===== src/hdl/hhsp_pkg.sv =====
package hhsp_pkg;

   localparam int MAX_MESSAGE_BYTES = 65536;
   localparam int OFS_W = $clog2(MAX_MESSAGE_BYTES + 1);

   localparam int QUEUE_DEPTH = 4;
   localparam int QUEUE_AW = $clog2(QUEUE_DEPTH);

   localparam logic [2:0] KIND_METHOD  = 3'd0;
   localparam logic [2:0] KIND_TARGET  = 3'd1;
   localparam logic [2:0] KIND_REASON  = 3'd2;
   localparam logic [2:0] KIND_NAME    = 3'd3;
   localparam logic [2:0] KIND_VALUE   = 3'd4;
   localparam logic [2:0] KIND_BODY    = 3'd5;
   localparam logic [2:0] KIND_SUMMARY = 3'd6;

   localparam logic [1:0] OUTCOME_SUCCESS  = 2'd0;
   localparam logic [1:0] OUTCOME_PARSE    = 2'd1;
   localparam logic [1:0] OUTCOME_TOO_LONG = 2'd2;

   typedef struct packed {
      logic [7:0] msg_byte;
      logic       end_of_message;
      logic       mode;
   } req_type;

   typedef struct packed {
      logic [2:0]  field_kind;
      logic [15:0] span_start;
      logic [16:0] span_end;
      logic [1:0]  outcome;
      logic [6:0]  version_code;
      logic [9:0]  status_code;
      logic        conn_persist;
      logic        run_last;
   } rsp_type;

   typedef struct packed {
      logic [1:0]       count;
      rsp_type [2:0]    slot;
   } rq_entry_type;

endpackage


===== src/hdl/hhsp_front.sv =====
module hhsp_front (
   input  logic                  clock,
   input  logic                  reset,
   input  logic                  req_valid,
   output logic                  req_ready,
   input  hhsp_pkg::req_type     req_data,
   input  logic                  queue_full,
   output logic                  push,
   output hhsp_pkg::rq_entry_type push_entry
);

   localparam int OW = hhsp_pkg::OFS_W;
   localparam logic [OW-1:0] MAX_OFS = OW'(hhsp_pkg::MAX_MESSAGE_BYTES);
   localparam logic [3:0] MISMATCH = 4'd15;
   localparam logic [3:0] CONN_LEN = 4'd10;
   localparam logic [3:0] KEEP_LEN = 4'd10;
   localparam logic [3:0] CLOSE_LEN = 4'd5;
   localparam logic [3:0] PROTO_LEN = 4'd5;
   localparam logic [3:0] VERSION_LEN = 4'd8;
   localparam logic [3:0] STATUS_LEN = 4'd3;
   localparam logic [79:0] CONN_TXT = "connection";
   localparam logic [79:0] KEEP_TXT = "keep-alive";
   localparam logic [79:0] CLOSE_TXT = {"close", 40'h0};
   localparam logic [79:0] PROTO_TXT = {"HTTP/", 40'h0};
   localparam logic [7:0] CH_CR = 8'h0D;
   localparam logic [7:0] CH_LF = 8'h0A;
   localparam logic [7:0] CH_TAB = 8'h09;
   localparam logic [1:0] VERDICT_NONE = 2'd0;
   localparam logic [1:0] VERDICT_KEEP = 2'd1;
   localparam logic [1:0] VERDICT_CLOSE = 2'd2;
   localparam logic [1:0] VERDICT_OTHER = 2'd3;

   typedef enum logic [6:0] {
      PH_SL1    = 7'b0000001,
      PH_SL2    = 7'b0000010,
      PH_SL3    = 7'b0000100,
      PH_HSTART = 7'b0001000,
      PH_HNAME  = 7'b0010000,
      PH_HVALUE = 7'b0100000,
      PH_BODY   = 7'b1000000
   } phase_type;

   typedef struct packed {
      phase_type      ph;
      logic [OW-1:0]  ofs;
      logic [OW-1:0]  ffn;
      logic [OW-1:0]  fln;
      logic           lbp;
      logic [3:0]     tci;
      logic [6:0]     ver;
      logic [9:0]     sta;
      logic [3:0]     nmp;
      logic [3:0]     vmp;
      logic           vclose;
      logic [1:0]     verdict;
      logic [1:0]     err;
      logic           lmode;
   } pst_type;

   typedef struct packed {
      pst_type        st;
      logic           hit;
      logic [OW-1:0]  s;
      logic [OW-1:0]  e;
   } feed_type;

   pst_type state_ff, state_in;
   logic [1:0] count_in;
   hhsp_pkg::rsp_type [2:0] slot_in;

   function automatic logic [7:0] pick(input logic [79:0] txt, input logic [3:0] k);
      logic [7:0] r;
      r = 8'h00;
      if (k < 4'd10) r = txt[8 * (9 - int'(k)) +: 8];
      return r;
   endfunction

   function automatic logic [7:0] lower(input logic [7:0] c);
      return (c >= "A" && c <= "Z") ? c + 8'd32 : c;
   endfunction

   function automatic logic is_digit(input logic [7:0] c);
      return c >= "0" && c <= "9";
   endfunction

   function automatic pst_type fail(input pst_type s, input logic [1:0] code);
      pst_type r;
      r = s;
      if (s.err == hhsp_pkg::OUTCOME_SUCCESS) r.err = code;
      return r;
   endfunction

   function automatic pst_type clear_state();
      pst_type r;
      r = '0;
      r.ph = PH_SL1;
      return r;
   endfunction

   function automatic pst_type new_line(input pst_type s);
      pst_type r;
      r = s;
      r.ph = PH_HSTART;
      r.ffn = '0;
      r.fln = '0;
      r.nmp = 4'd0;
      r.vmp = 4'd0;
      return r;
   endfunction

   function automatic hhsp_pkg::rsp_type mk(input logic [2:0] kind, input logic [OW-1:0] s,
         input logic [OW-1:0] e, input logic [1:0] oc, input logic [6:0] ver,
         input logic [9:0] st, input logic ka);
      hhsp_pkg::rsp_type r;
      r.field_kind = kind;
      r.span_start = 16'(s);
      r.span_end = 17'(e);
      r.outcome = oc;
      r.version_code = ver;
      r.status_code = st;
      r.conn_persist = ka;
      r.run_last = 1'b0;
      return r;
   endfunction

   function automatic pst_type version_char(input pst_type s, input logic [7:0] c);
      pst_type r;
      logic ok;
      r = s;
      ok = 1'b1;
      if (s.tci < PROTO_LEN) begin
         ok = (c == pick(PROTO_TXT, s.tci));
      end else if (s.tci == 4'd5) begin
         ok = is_digit(c);
         if (ok) r.ver = 7'((c - 8'h30) * 8'd10);
      end else if (s.tci == 4'd6) begin
         ok = (c == ".");
      end else if (s.tci == 4'd7) begin
         ok = is_digit(c);
         if (ok) r.ver = s.ver + 7'(c - 8'h30);
      end
      if (!ok) r = fail(r, hhsp_pkg::OUTCOME_PARSE);
      else if (s.tci < VERSION_LEN) r.tci = s.tci + 4'd1;
      return r;
   endfunction

   function automatic pst_type track(input pst_type s, input logic [7:0] c,
         input logic [OW-1:0] pos, input logic is_name);
      pst_type r;
      logic gap;
      logic [7:0] lc;
      r = s;
      lc = lower(c);
      gap = 1'b0;
      if (!(c == " " || c == CH_TAB)) begin
         gap = (s.fln != '0) && (s.fln != pos);
         if (s.fln == '0) r.ffn = pos;
         r.fln = pos + 1'b1;
         if (is_name) begin
            if (s.nmp != MISMATCH)
               r.nmp = (gap || s.nmp >= CONN_LEN || lc != pick(CONN_TXT, s.nmp)) ?
                       MISMATCH : s.nmp + 4'd1;
         end else if (s.vmp != MISMATCH) begin
            if (s.vmp == 4'd0) begin
               if (lc == "k") begin
                  r.vclose = 1'b0;
                  r.vmp = 4'd1;
               end else if (lc == "c") begin
                  r.vclose = 1'b1;
                  r.vmp = 4'd1;
               end else begin
                  r.vmp = MISMATCH;
               end
            end else if (s.vclose) begin
               r.vmp = (gap || s.vmp >= CLOSE_LEN || lc != pick(CLOSE_TXT, s.vmp)) ?
                       MISMATCH : s.vmp + 4'd1;
            end else begin
               r.vmp = (gap || s.vmp >= KEEP_LEN || lc != pick(KEEP_TXT, s.vmp)) ?
                       MISMATCH : s.vmp + 4'd1;
            end
         end
      end
      return r;
   endfunction

   function automatic feed_type feed(input pst_type s, input logic [7:0] c,
         input logic [OW-1:0] pos);
      feed_type f;
      f.st = s;
      f.hit = 1'b0;
      f.s = '0;
      f.e = '0;
      case (s.ph)
         PH_SL1: begin
            if (!s.lmode) begin
               if (c == " ") begin
                  f.st.ffn = pos;
                  f.st.ph = PH_SL2;
               end
            end else if (c == " ") begin
               if (s.tci < VERSION_LEN) begin
                  f.st = fail(s, hhsp_pkg::OUTCOME_PARSE);
               end else begin
                  f.st.ph = PH_SL2;
                  f.st.tci = 4'd0;
               end
            end else begin
               f.st = version_char(s, c);
            end
         end
         PH_SL2: begin
            if (!s.lmode) begin
               if (c == " ") begin
                  f.st.fln = pos;
                  f.st.ph = PH_SL3;
                  f.st.tci = 4'd0;
               end
            end else if (c == " ") begin
               if (s.tci != STATUS_LEN) begin
                  f.st = fail(s, hhsp_pkg::OUTCOME_PARSE);
               end else begin
                  f.st.fln = pos;
                  f.st.ph = PH_SL3;
               end
            end else if (is_digit(c) && s.tci < STATUS_LEN) begin
               f.st.sta = s.sta * 10'd10 + {2'b00, c - 8'h30};
               f.st.tci = s.tci + 4'd1;
            end else begin
               f.st = fail(s, hhsp_pkg::OUTCOME_PARSE);
            end
         end
         PH_SL3: begin
            if (!s.lmode) f.st = version_char(s, c);
         end
         PH_HSTART, PH_HNAME: begin
            f.st.ph = PH_HNAME;
            if (c == ":") begin
               if (s.fln == '0) begin
                  f.st = fail(f.st, hhsp_pkg::OUTCOME_PARSE);
               end else begin
                  f.hit = 1'b1;
                  f.s = s.ffn;
                  f.e = s.fln;
                  f.st.ph = PH_HVALUE;
                  f.st.ffn = '0;
                  f.st.fln = '0;
                  f.st.vmp = 4'd0;
               end
            end else begin
               f.st = track(f.st, c, pos, 1'b1);
            end
         end
         PH_HVALUE: begin
            f.st = track(s, c, pos, 1'b0);
         end
         default: begin
         end
      endcase
      return f;
   endfunction

   always_comb begin : step_logic
      pst_type s;
      feed_type f;
      logic [OW-1:0] pos;
      logic [OW-1:0] cr;
      logic [7:0] c;
      logic done;
      logic whole;
      logic ka;
      logic [1:0] n;
      hhsp_pkg::rsp_type [2:0] slot;
      s = state_ff;
      c = req_data.msg_byte;
      pos = state_ff.ofs;
      cr = pos - 1'b1;
      done = 1'b0;
      whole = 1'b0;
      ka = 1'b0;
      n = 2'd0;
      slot = '0;
      f = '0;
      if (pos == '0) s.lmode = req_data.mode;
      if (s.err == hhsp_pkg::OUTCOME_SUCCESS) begin
         if (pos >= MAX_OFS) begin
            s = fail(s, hhsp_pkg::OUTCOME_TOO_LONG);
         end else if (s.ph != PH_BODY) begin
            if (s.lbp) begin
               s.lbp = 1'b0;
               if (c == CH_LF) begin
                  done = 1'b1;
                  case (s.ph)
                     PH_SL3: begin
                        if (!s.lmode) begin
                           if (s.tci < VERSION_LEN) begin
                              s = fail(s, hhsp_pkg::OUTCOME_PARSE);
                           end else begin
                              slot[n] = mk(hhsp_pkg::KIND_METHOD, '0, s.ffn,
                                           2'd0, 7'd0, 10'd0, 1'b0);
                              n = n + 2'd1;
                              slot[n] = mk(hhsp_pkg::KIND_TARGET, s.ffn + 1'b1, s.fln,
                                           2'd0, 7'd0, 10'd0, 1'b0);
                              n = n + 2'd1;
                              s = new_line(s);
                           end
                        end else begin
                           slot[n] = mk(hhsp_pkg::KIND_REASON, s.fln + 1'b1, cr,
                                        2'd0, 7'd0, 10'd0, 1'b0);
                           n = n + 2'd1;
                           s = new_line(s);
                        end
                     end
                     PH_HSTART: begin
                        s.ph = PH_BODY;
                        s.ffn = cr + 2'd2;
                     end
                     PH_HVALUE: begin
                        if (s.fln == '0)
                           slot[n] = mk(hhsp_pkg::KIND_VALUE, cr, cr,
                                        2'd0, 7'd0, 10'd0, 1'b0);
                        else
                           slot[n] = mk(hhsp_pkg::KIND_VALUE, s.ffn, s.fln,
                                        2'd0, 7'd0, 10'd0, 1'b0);
                        n = n + 2'd1;
                        if (s.nmp == CONN_LEN) begin
                           whole = (s.vmp == (s.vclose ? CLOSE_LEN : KEEP_LEN));
                           if (s.fln == '0) s.verdict = VERDICT_NONE;
                           else if (whole) s.verdict = s.vclose ? VERDICT_CLOSE : VERDICT_KEEP;
                           else s.verdict = VERDICT_OTHER;
                        end
                        s = new_line(s);
                     end
                     default: begin
                        s = fail(s, hhsp_pkg::OUTCOME_PARSE);
                     end
                  endcase
               end else begin
                  f = feed(s, CH_CR, cr);
                  s = f.st;
                  if (s.err != hhsp_pkg::OUTCOME_SUCCESS) done = 1'b1;
               end
            end
            if (!done) begin
               if (c == CH_CR) begin
                  s.lbp = 1'b1;
               end else begin
                  f = feed(s, c, pos);
                  s = f.st;
                  if (f.hit) begin
                     slot[n] = mk(hhsp_pkg::KIND_NAME, f.s, f.e, 2'd0, 7'd0, 10'd0, 1'b0);
                     n = n + 2'd1;
                  end
               end
            end
         end
      end
      if (s.ofs < MAX_OFS) s.ofs = s.ofs + 1'b1;
      if (req_data.end_of_message) begin
         if (s.err == hhsp_pkg::OUTCOME_SUCCESS && s.ph != PH_BODY)
            s = fail(s, hhsp_pkg::OUTCOME_PARSE);
         if (s.err == hhsp_pkg::OUTCOME_SUCCESS && s.ofs > s.ffn) begin
            slot[n] = mk(hhsp_pkg::KIND_BODY, s.ffn, s.ofs, 2'd0, 7'd0, 10'd0, 1'b0);
            n = n + 2'd1;
         end
         if (s.err == hhsp_pkg::OUTCOME_SUCCESS) begin
            if (s.verdict == VERDICT_KEEP) ka = 1'b1;
            else if (s.verdict == VERDICT_NONE) ka = (s.ver == 7'd11);
            else ka = 1'b0;
            slot[n] = mk(hhsp_pkg::KIND_SUMMARY, '0, '0, hhsp_pkg::OUTCOME_SUCCESS, s.ver,
                         s.lmode ? s.sta : 10'd0, ka);
         end else begin
            slot[n] = mk(hhsp_pkg::KIND_SUMMARY, '0, '0, s.err, 7'd0, 10'd0, 1'b0);
         end
         n = n + 2'd1;
         s = clear_state();
      end
      state_in = s;
      count_in = n;
      slot_in = slot;
   end

   assign req_ready = !queue_full;
   assign push = req_valid && req_ready && (count_in != 2'd0);
   assign push_entry.count = count_in;
   assign push_entry.slot = slot_in;

   always_ff @(posedge clock) begin
      if (reset) begin
         state_ff <= clear_state();
      end else if (req_valid && req_ready) begin
         state_ff <= state_in;
      end
   end

endmodule


===== src/hdl/hhsp_queue.sv =====
module hhsp_queue (
   input  logic                   clock,
   input  logic                   reset,
   input  logic                   push,
   input  hhsp_pkg::rq_entry_type push_entry,
   input  logic                   pop,
   output logic                   full,
   output logic                   empty,
   output hhsp_pkg::rq_entry_type head
);

   localparam int AW = hhsp_pkg::QUEUE_AW;
   localparam logic [AW:0] DEPTH = (AW + 1)'(hhsp_pkg::QUEUE_DEPTH);

   hhsp_pkg::rq_entry_type mem_ff [hhsp_pkg::QUEUE_DEPTH];
   logic [AW-1:0] wr_ff, wr_in, rd_ff, rd_in;
   logic [AW:0] cnt_ff, cnt_in;

   assign full = (cnt_ff == DEPTH);
   assign empty = (cnt_ff == '0);
   assign head = mem_ff[rd_ff];

   always_comb begin
      wr_in = push ? wr_ff + 1'b1 : wr_ff;
      rd_in = pop ? rd_ff + 1'b1 : rd_ff;
      cnt_in = cnt_ff + {{AW{1'b0}}, push} - {{AW{1'b0}}, pop};
   end

   always_ff @(posedge clock) begin
      if (reset) begin
         wr_ff <= '0;
         rd_ff <= '0;
         cnt_ff <= '0;
      end else begin
         wr_ff <= wr_in;
         rd_ff <= rd_in;
         cnt_ff <= cnt_in;
      end
   end

   always_ff @(posedge clock) begin
      if (push) mem_ff[wr_ff] <= push_entry;
   end

`ifndef SYNTHESIS
   assert property (@(posedge clock) disable iff (reset) push |-> !full)
      else $error("Queue written while full.");
   assert property (@(posedge clock) disable iff (reset) pop |-> !empty)
      else $error("Queue read while empty.");
   assert property (@(posedge clock) disable iff (reset) cnt_ff <= DEPTH)
      else $error("Queue fill count out of range.");
   assert property (@(posedge clock) disable iff (reset) (push && !pop) |=> !empty)
      else $error("Queue lost an entry.");
`endif

endmodule


===== src/hdl/hhsp_back.sv =====
module hhsp_back (
   input  logic                   clock,
   input  logic                   reset,
   input  logic                   empty,
   input  hhsp_pkg::rq_entry_type head,
   output logic                   pop,
   output logic                   rsp_valid,
   input  logic                   rsp_ready,
   output hhsp_pkg::rsp_type      rsp_data
);

   logic [1:0] sub_ff, sub_in;
   logic valid_ff, valid_in;
   hhsp_pkg::rsp_type data_ff, data_in;
   logic tail;

   always_comb begin
      pop = 1'b0;
      sub_in = sub_ff;
      valid_in = valid_ff;
      data_in = data_ff;
      tail = (sub_ff == head.count - 2'd1);
      if (!valid_ff || rsp_ready) begin
         valid_in = !empty;
         if (!empty) begin
            data_in = head.slot[sub_ff];
            data_in.run_last = tail;
            if (tail) begin
               pop = 1'b1;
               sub_in = 2'd0;
            end else begin
               sub_in = sub_ff + 2'd1;
            end
         end
      end
   end

   always_ff @(posedge clock) begin
      if (reset) begin
         valid_ff <= 1'b0;
         sub_ff <= 2'd0;
      end else begin
         valid_ff <= valid_in;
         sub_ff <= sub_in;
      end
   end

   always_ff @(posedge clock) begin
      data_ff <= data_in;
   end

   assign rsp_valid = valid_ff;
   assign rsp_data = data_ff;

endmodule


===== src/hdl/http_header_stream_parser.sv =====
// The block parses an HTTP/1.x message that arrives one byte per beat on the
// req_ channel, with the request or response mode taken from the first beat.
// Each beat may cause zero to three result beats on the rsp_ channel: spans
// for the start line fields, header names and values, the body, and a
// summary on the beat marked as the end of the message. The final result of
// each input beat carries run_last.
// One input beat is accepted every cycle while the result queue has room.
// The results of an accepted beat are written into the queue and then pass
// through the output register, leaving at one per cycle while the receiver
// is ready. The four-entry queue between the parser and the output stage
// holds the results of up to four input beats, so a stalled receiver stops
// input only once the queue fills. Reset clears the parser to the start of a
// message and empties the queue and output register.
module http_header_stream_parser (
   input  logic              clock,
   input  logic              reset,
   input  logic              req_valid,
   output logic              req_ready,
   input  hhsp_pkg::req_type req_data,
   output logic              rsp_valid,
   input  logic              rsp_ready,
   output hhsp_pkg::rsp_type rsp_data
);

   logic push, pop, full, empty;
   hhsp_pkg::rq_entry_type push_entry, head;

   hhsp_front u_front (
      .clock      (clock),
      .reset      (reset),
      .req_valid  (req_valid),
      .req_ready  (req_ready),
      .req_data   (req_data),
      .queue_full (full),
      .push       (push),
      .push_entry (push_entry)
   );

   hhsp_queue u_queue (
      .clock      (clock),
      .reset      (reset),
      .push       (push),
      .push_entry (push_entry),
      .pop        (pop),
      .full       (full),
      .empty      (empty),
      .head       (head)
   );

   hhsp_back u_back (
      .clock      (clock),
      .reset      (reset),
      .empty      (empty),
      .head       (head),
      .pop        (pop),
      .rsp_valid  (rsp_valid),
      .rsp_ready  (rsp_ready),
      .rsp_data   (rsp_data)
   );

endmodule


===== config.mk =====
export PLATFORM = sky130hd
export DESIGN_NAME = http_header_stream_parser
export DESIGN_NICKNAME = d
export VERILOG_FILES = /design/src/hdl/hhsp_pkg.sv /design/src/hdl/hhsp_front.sv /design/src/hdl/hhsp_queue.sv /design/src/hdl/hhsp_back.sv /design/src/hdl/http_header_stream_parser.sv
export SDC_FILE = /design/constraint.sdc
export NUM_CORES = 2
export LEC_CHECK = 0
export ABC_AREA = 1
export BUFFER_PORTS_ARGS = -buffer_cell sky130_fd_sc_hd__buf_2
export CELL_PAD_IN_SITES_DETAIL_PLACEMENT = 0
export CELL_PAD_IN_SITES_GLOBAL_PLACEMENT = 1
export CORE_MARGIN = 5
export CORE_UTILIZATION = 25
export CTS_BUF_LIST = sky130_fd_sc_hd__clkbuf_16
export DETAILED_ROUTE_END_ITERATION = 7
export HOLD_SLACK_MARGIN = 0.05
export PLACE_DENSITY = 0.51
export REMOVE_ABC_BUFFERS = 1
export SETUP_SLACK_MARGIN = 0.15
export SYNTH_ARGS = -nofsm -noshare
export SYNTH_HDL_FRONTEND = slang
export SYNTH_SLANG_ARGS = --single-unit

===== constraint.sdc =====
create_clock -name clock -period 43.2 [get_ports clock]
set_clock_uncertainty 0.1 [all_clocks]
set_input_delay 8.64 -clock clock [delete_from_list [all_inputs] [get_ports clock]]
set_output_delay 8.64 -clock clock [all_outputs]
set_load 0.01 [all_outputs]

# Yosys cells after proc, flatten, opt, wreduce, memory -nomap -nowiden

Memories as Yosys holds them, arrays and structs flattened. A register that Yosys moved wholly into a read port is not among the register bits.
Index checks and enable logic that the tools add are counted.

Add/sub/neg operators: 32
Multipliers: 2
Magnitude comparators: 31
Equal/unequal tests: 51
Shifts and indexed selects: 8
Muxes and demuxes: 321
Bitwise operators: 1
Reduce and logical (&&, ||, !) cells: 47

Operator list:

| operator                                                                      | count |
|---|---|
| 94-bit two-way mux                                                            | 19 |
| 171-bit two-way mux                                                           | 10 |
| 94-bit case mux with 5 select lines                                           | 2 |
| 8-bit two-way mux                                                             | 94 |
| 171-bit bitwise mux                                                           | 4 |
| 80-bit by 32-bit indexed part select with 8-bit output (first input constant) | 8 |
| 114-bit two-way mux                                                           | 5 |
| 35-bit two-way mux                                                            | 12 |
| 57-bit two-way mux                                                            | 7 |
| 57-bit demux with 2-bit select                                                | 3 |
| 17-bit two-way mux                                                            | 10 |
| 53-bit case mux with 3 select lines                                           | 1 |
| 57-bit binary-select mux with 2-bit select                                    | 1 |
| 57-bit case mux with 2 select lines                                           | 1 |
| 112-bit two-way mux                                                           | 1 |
| 4-bit two-way mux                                                             | 26 |
| 34-bit two-way mux                                                            | 3 |
| 93-bit two-way mux                                                            | 1 |
| 87-bit two-way mux                                                            | 1 |
| 7-bit two-way mux                                                             | 12 |
| 1-bit two-way mux                                                             | 59 |
| 58-bit two-way mux                                                            | 1 |
| 54-bit two-way mux                                                            | 1 |
| 53-bit two-way mux                                                            | 1 |
| 75 further kinds                                                              | 210 |

Register bits: 161
Bits in writable memories: 692
Output and inout port bits: 59
Word-level logic and storage cells: 521
Memories: 1

Memory list:

| memory         | words | width | read ports | clocked after memory_dff | write ports | line             | text |
|---|---|---|---|---|---|---|---|
| u_queue.mem_ff | 4     | 173   | 1          | 1                        | 1           | hhsp_queue.sv:15 | `hhsp_pkg::rq_entry_type mem_ff [hhsp_pkg::QUEUE_DEPTH];` |

# Depth between registers and ports, before layout

Depth after elaboration: 79
Gate-level depth with buffers: 53
Depth with buffers taken out: 52

# Modules after synthesis

Synthesis repeated with hierarchy kept, for this count alone.

Cells, all modules: 5,821
Area, all modules: 49,618.8 sq um

Modules (own cells, without submodules):

| module     | instances | cells an instance | area an instance (sq um) | sequential area each (sq um) |
|---|---|---|---|---|
| hhsp_queue | 1         | 2,073             | 27,661.5                 | 20,960.1 |
| hhsp_front | 1         | 3,404             | 18,669.2                 | 1,881.8 |
| hhsp_back  | 1         | 344               | 3,288.2                  | 1,771.7 |

# Worst setup path before layout

Ideal clock, no wire load.

Path type: input to register
Start point: in req_data[6] (netlist bit)
End point: mem u_queue.mem_ff[0][100] (netlist bit), enable pin
Arrival time: 20.861 ns
Slack: 21.536 ns
Stages on the path: 42
Cells stage by stage: clkbuf_1 > inv_1 > ha_1 > nand2_2 > nor2_8 > nand2_2 > inv_2 > a21oi_1 > a21oi_1 > nand2_1 > nand2_1 > xor2_1 > nor2_4 > nor2_4 > nand2_2 > nand3_2 > inv_2 > buf_4 > [6 not listed] > a21oi_1 > nor2_1 > a211oi_1 > a211oi_1 > o21ai_0 > o211ai_1 > nand2_1 > inv_1 > nand4_4 > inv_4 > nor2_1 > inv_1 > ha_1 > nand2_1 > o21ai_0 > nand3_1 > nand2_1 > nor2_1

Longest elaborated chain between the ends: 51
Elaborated cells on any way between the ends: 154
Classes of those cells: add/sub: 5; order compare: 8; eq/ne: 19; shift: 1; mux: 109; reduce/logical: 12

Ends and longest elaborated chain:

| item                                                   | line                            | text |
|---|---|---|
| from (decl)                                            | http_header_stream_parser.sv:19 | `input hhsp_pkg::req_type req_data,` |
| 8-bit by 4-bit == test with 1-bit output               | hhsp_front.sv:290               | `if (c == CH_LF) begin` |
| 94-bit two-way mux                                     | hhsp_front.sv:290               |  |
| 94-bit two-way mux                                     | hhsp_front.sv:288               | `if (s.lbp) begin` |
| 94-bit two-way mux                                     | hhsp_front.sv:287               | `end else if (s.ph != PH_BODY) begin` |
| 94-bit two-way mux                                     | hhsp_front.sv:285               | `if (pos >= MAX_OFS) begin` |
| 94-bit two-way mux                                     | hhsp_front.sv:284               | `if (s.err == hhsp_pkg::OUTCOME_SUCCESS) begin` |
| 4-bit by 4-bit subtractor with 5-bit output            | hhsp_front.sv:74                | `if (k < 4'd10) r = txt[8 * (9 - int'(k)) +: 8];` |
| 80-bit by 32-bit indexed part select with 8-bit output | hhsp_front.sv:74                |  |
| [35 not listed]                                        | -                               |  |
| 2-bit two-way mux                                      | hhsp_front.sv:361               | `if (s.err == hhsp_pkg::OUTCOME_SUCCESS && s.ofs > s.ffn) begin` |
| 2-bit two-way mux                                      | hhsp_front.sv:358               | `if (req_data.end_of_message) begin` |
| 2-bit by 1-bit adder with 2-bit output                 | hhsp_front.sv:374               | `n = n + 2'd1;` |
| 2-bit two-way mux *                                    | hhsp_front.sv:358               |  |
| 2-bit nonzero test *                                   | hhsp_front.sv:383               | `assign push = req_valid && req_ready && (count_in != 2'd0);` |
| 1-bit logical AND *                                    | hhsp_front.sv:383               |  |
| 1-bit two-way mux *                                    | hhsp_queue.sv:42                | `if (push) mem_ff[wr_ff] <= push_entry;` |
| 1-bit two-way mux (not written as such) *              | hhsp_queue.sv:42                |  |
| to (decl)                                              | hhsp_queue.sv:15                |  |

Every way passes the cells marked *; elsewhere a longest branch is shown, timed or not. The select of a mux whose other input is x is not followed.

# Final worst setup path

Start point: in req_data[6] (netlist bit)
End point: mem u_queue.mem_ff[1][129] (netlist bit), enable pin

The elaborated chain is that of the path after synthesis.

==> flow_metrics.tcl <==
set metrics [dict create \
    drive_gt1_frac 0.0946 \
    synth.cell_area_um2 46400 \
    fillers 19800 \
    critPathRequiredTime_ns 43.44 \
    dr.pass1.iters 6 \
    tightest_slew_ns 1.14 \
    async_reset_ff_frac 0 \
    worstSetupPathType "in2reg" \
    ys.flop_type "edfxtp_1" \
    ant_nets 0 \
    max_freq_ghz 0.0510 \
    grt_start_max_net_pins 197 \
    grt_pass1_wl_mm 285 \
    antenna_found_initial 13 \
    clockBufferDepth 3 \
    coreArea_um2 185000 \
    post-place-cells 7514 \
    cp-start-kind "input port" \
    p_leak_uw 0.0194 \
    post-cts-setup-buffer-count 0 \
    rsz0062_at_grt "no" \
    row_count 158 \
    synth-edff-count 737 \
    cp.arrival_ns 19.84 \
    port_buffers 72 \
    cts_sinks 843 \
    r2r-start "u_front.step_logic.pos[0]" \
    status "finished, violations left" \
    synth-seq-cells 843 \
    worst_setup_path_end_kind "flop" \
    violations "DRC" \
    grt.overflow.total 0 \
    start_util 0.251 \
    ir_drop_mv 0.0334 \
    reg2reg_to "u_queue.mem_ff[1][129]" \
    cp-startpoint "req_data[6]" \
    yosysWarnings 0 \
    yosysSeqAreaShare 0.523 \
    cts_hold_buf 0 \
    dieArea_um2 194000 \
    drtIter0Drc 3991 \
    cts_htree_levels 3 \
    grt_pass1_vias 37800 \
    hold_path.class "reg2reg" \
    cp_max_fo 56 \
    synth.most_common_cell "nand2_1" \
    synth.top_cell.area_share 0.477 \
    maxSlewHeadroom 0.233 \
    reg2reg_depth 49 \
    vias 39800 \
    r2r_setup_slack_ns 31.02 \
    maxCapViolations 0 \
    finalSetupViolations 0 \
    cts-root-buf "clkbuf_16" \
    area_delta_synth_final_pct 13.2 \
    layout_min_cycle_time_ns 19.61 \
    die_width_um 441 \
    min-delay-start "u_front.state_ff[3]" \
    synth_top_area_cell "edfxtp_1" \
    gp_congestion 0.996 \
    period_share 0.454 \
    max_stage_delay_ns 0.82 \
    cts.clk_slew.worst_paths_ns 0.06 \
    die_y_um 441 \
    synth_common_cells "nand2_1 (869), edfxtp_1 (737), o21ai_0 (648)" \
    fin_cells 7695 \
    maxSlewViolCount 0 \
    hold_violations 0 \
    synth.area.top_cells "edfxtp_1 (48%), nand2_1 (7.0%), o21ai_0 (7.0%)" \
    fin_nets 5251 \
    power_density_nw_per_um2 44.6 \
    dp_hpwl_mm 134 \
    finalSetupTns_ns 0 \
    synthCells 5177 \
    cts_tree "done" \
    worstSetupEndpoint "u_queue.mem_ff[1][129]" \
    syn_area_per_cell_um2 8.97 \
    avgRoutedWirePerCell_um 25.9 \
    numCtsBuffers 97 \
    synth_cell_types 75 \
    wl_mm 200 \
    grt_use_total 0.200 \
    crit_slowest_cell "buf_4" \
    clk_latency_ns 0.75 \
    cts_resized 0 \
    io_pins 73 \
    vias_per_cell 5.17 \
    drc 2 \
    whs_ns 0.370 \
]
-- how the worst min path moves through the flow --
stage                               end  cells after the start  slack [ns]
finish              u_front.state_ff[3]                      2        0.37
global route        u_front.state_ff[3]                      2        0.39
CTS                 u_front.state_ff[3]                      2        0.37
detailed placement  u_front.state_ff[3]                      2        0.36
global placement    u_front.state_ff[3]                      2        0.35
floorplan           u_front.state_ff[3]                      2        0.34
-- placed cells by master (no fill, tap or decap), types with 38 or more instances in the layout --
| cell | count |
|---|---|
| o22ai_1 | 119 |
| nor3_1 | 46 |
| clkbuf_16 | 97 |
| o21ai_1 | 90 |
| inv_2 | 39 |
| dfxtp_1 | 103 |
| inv_1 | 347 |
| nand3_1 | 168 |
| o211ai_1 | 109 |
| buf_4 | 93 |
| edfxtp_1 | 737 |
| o21ai_0 | 646 |
| ha_1 | 99 |
| nand2_2 | 38 |
| xor2_1 | 65 |
| nand2_1 | 865 |
| a31oi_1 | 40 |
| a21oi_1 | 294 |
| nor2_1 | 625 |
| buf_2 | 71 |
| o221ai_1 | 107 |
-- power breakdown --
| group | total, µW | switching (µW) | internal [µW] |
|---|---|---|---|
| Clock | 805 | 352 | 453 |
| Sequential | 992 | 27.2 | 965 |
| Combinational | 546 | 400 | 146 |
-- final cells by class --
class / instances / area, µm² / share of cell area
Sequential cell: 843 / 24300 / 0.462
Multi-Input combinational cell: 3635 / 19500 / 0.371
Antenna cell: 4 / 10.0 / 0.000190
Clock inverter: 80 / 651 / 0.0124
Tap cell: 2480 / 3100 / 0.0590
Inverter: 388 / 1480 / 0.0281
Clock buffer: 97 / 2430 / 0.0462
Timing Repair Buffer: 168 / 1120 / 0.0214
-- worst max-delay path: cells and delay by family --
kind	cells	cell delay [ns]
simple gates	22	3.48
fa+ha+maj	3	0.80
compound gates	11	1.69
buf+inv	14	4.99
-- through the flow --
| stage | power (µW) | instance area [µm²] | utilization | worst slack (ns) |
|---|---|---|---|---|
| floorplan | 1330 | 45100 | - | 20.73 |
| global route | 2470 | 52500 | 0.284 | 22.80 |
| finish | 2340 | 52600 | 0.284 | 23.59 |
| detailed placement | 1570 | 49500 | 0.267 | 22.87 |
| global placement | 1570 | 49500 | 0.267 | 22.96 |
| CTS | 2380 | 52500 | 0.284 | 23.66 |
-- sequential cells by signal, indices dropped and copies added, names as in the netlist, named ones only --
name / flops
u_queue.mem_ff: 680
u_front.state_ff: 77
u_back.rsp_data: 57
u_front.step_logic.pos: 17
u_queue.cnt_ff: 3
u_back.sub_ff: 2
u_queue.rd_ff: 2
u_queue.wr_ff: 2
u_back.rsp_valid: 1
-- per-layer routing --
layer,share of wire,GRT usage,vias up
li1,-,-,18300
met1,0.46,0.286,19800
met2,0.44,0.309,1365
met3,0.065,0.0327,240
met4,0.030,0.0596,4
met5,0.00013,0,-
-- logic make-up after synthesis --
group,share of synthesized area
compound gates,0.200
xor+xnor,0.0165
fa+ha+maj,0.0288
buf+inv,0.0594
flops,0.523
mux,0.000431
simple gates,0.172
Power figures use the tool's default switching activity.
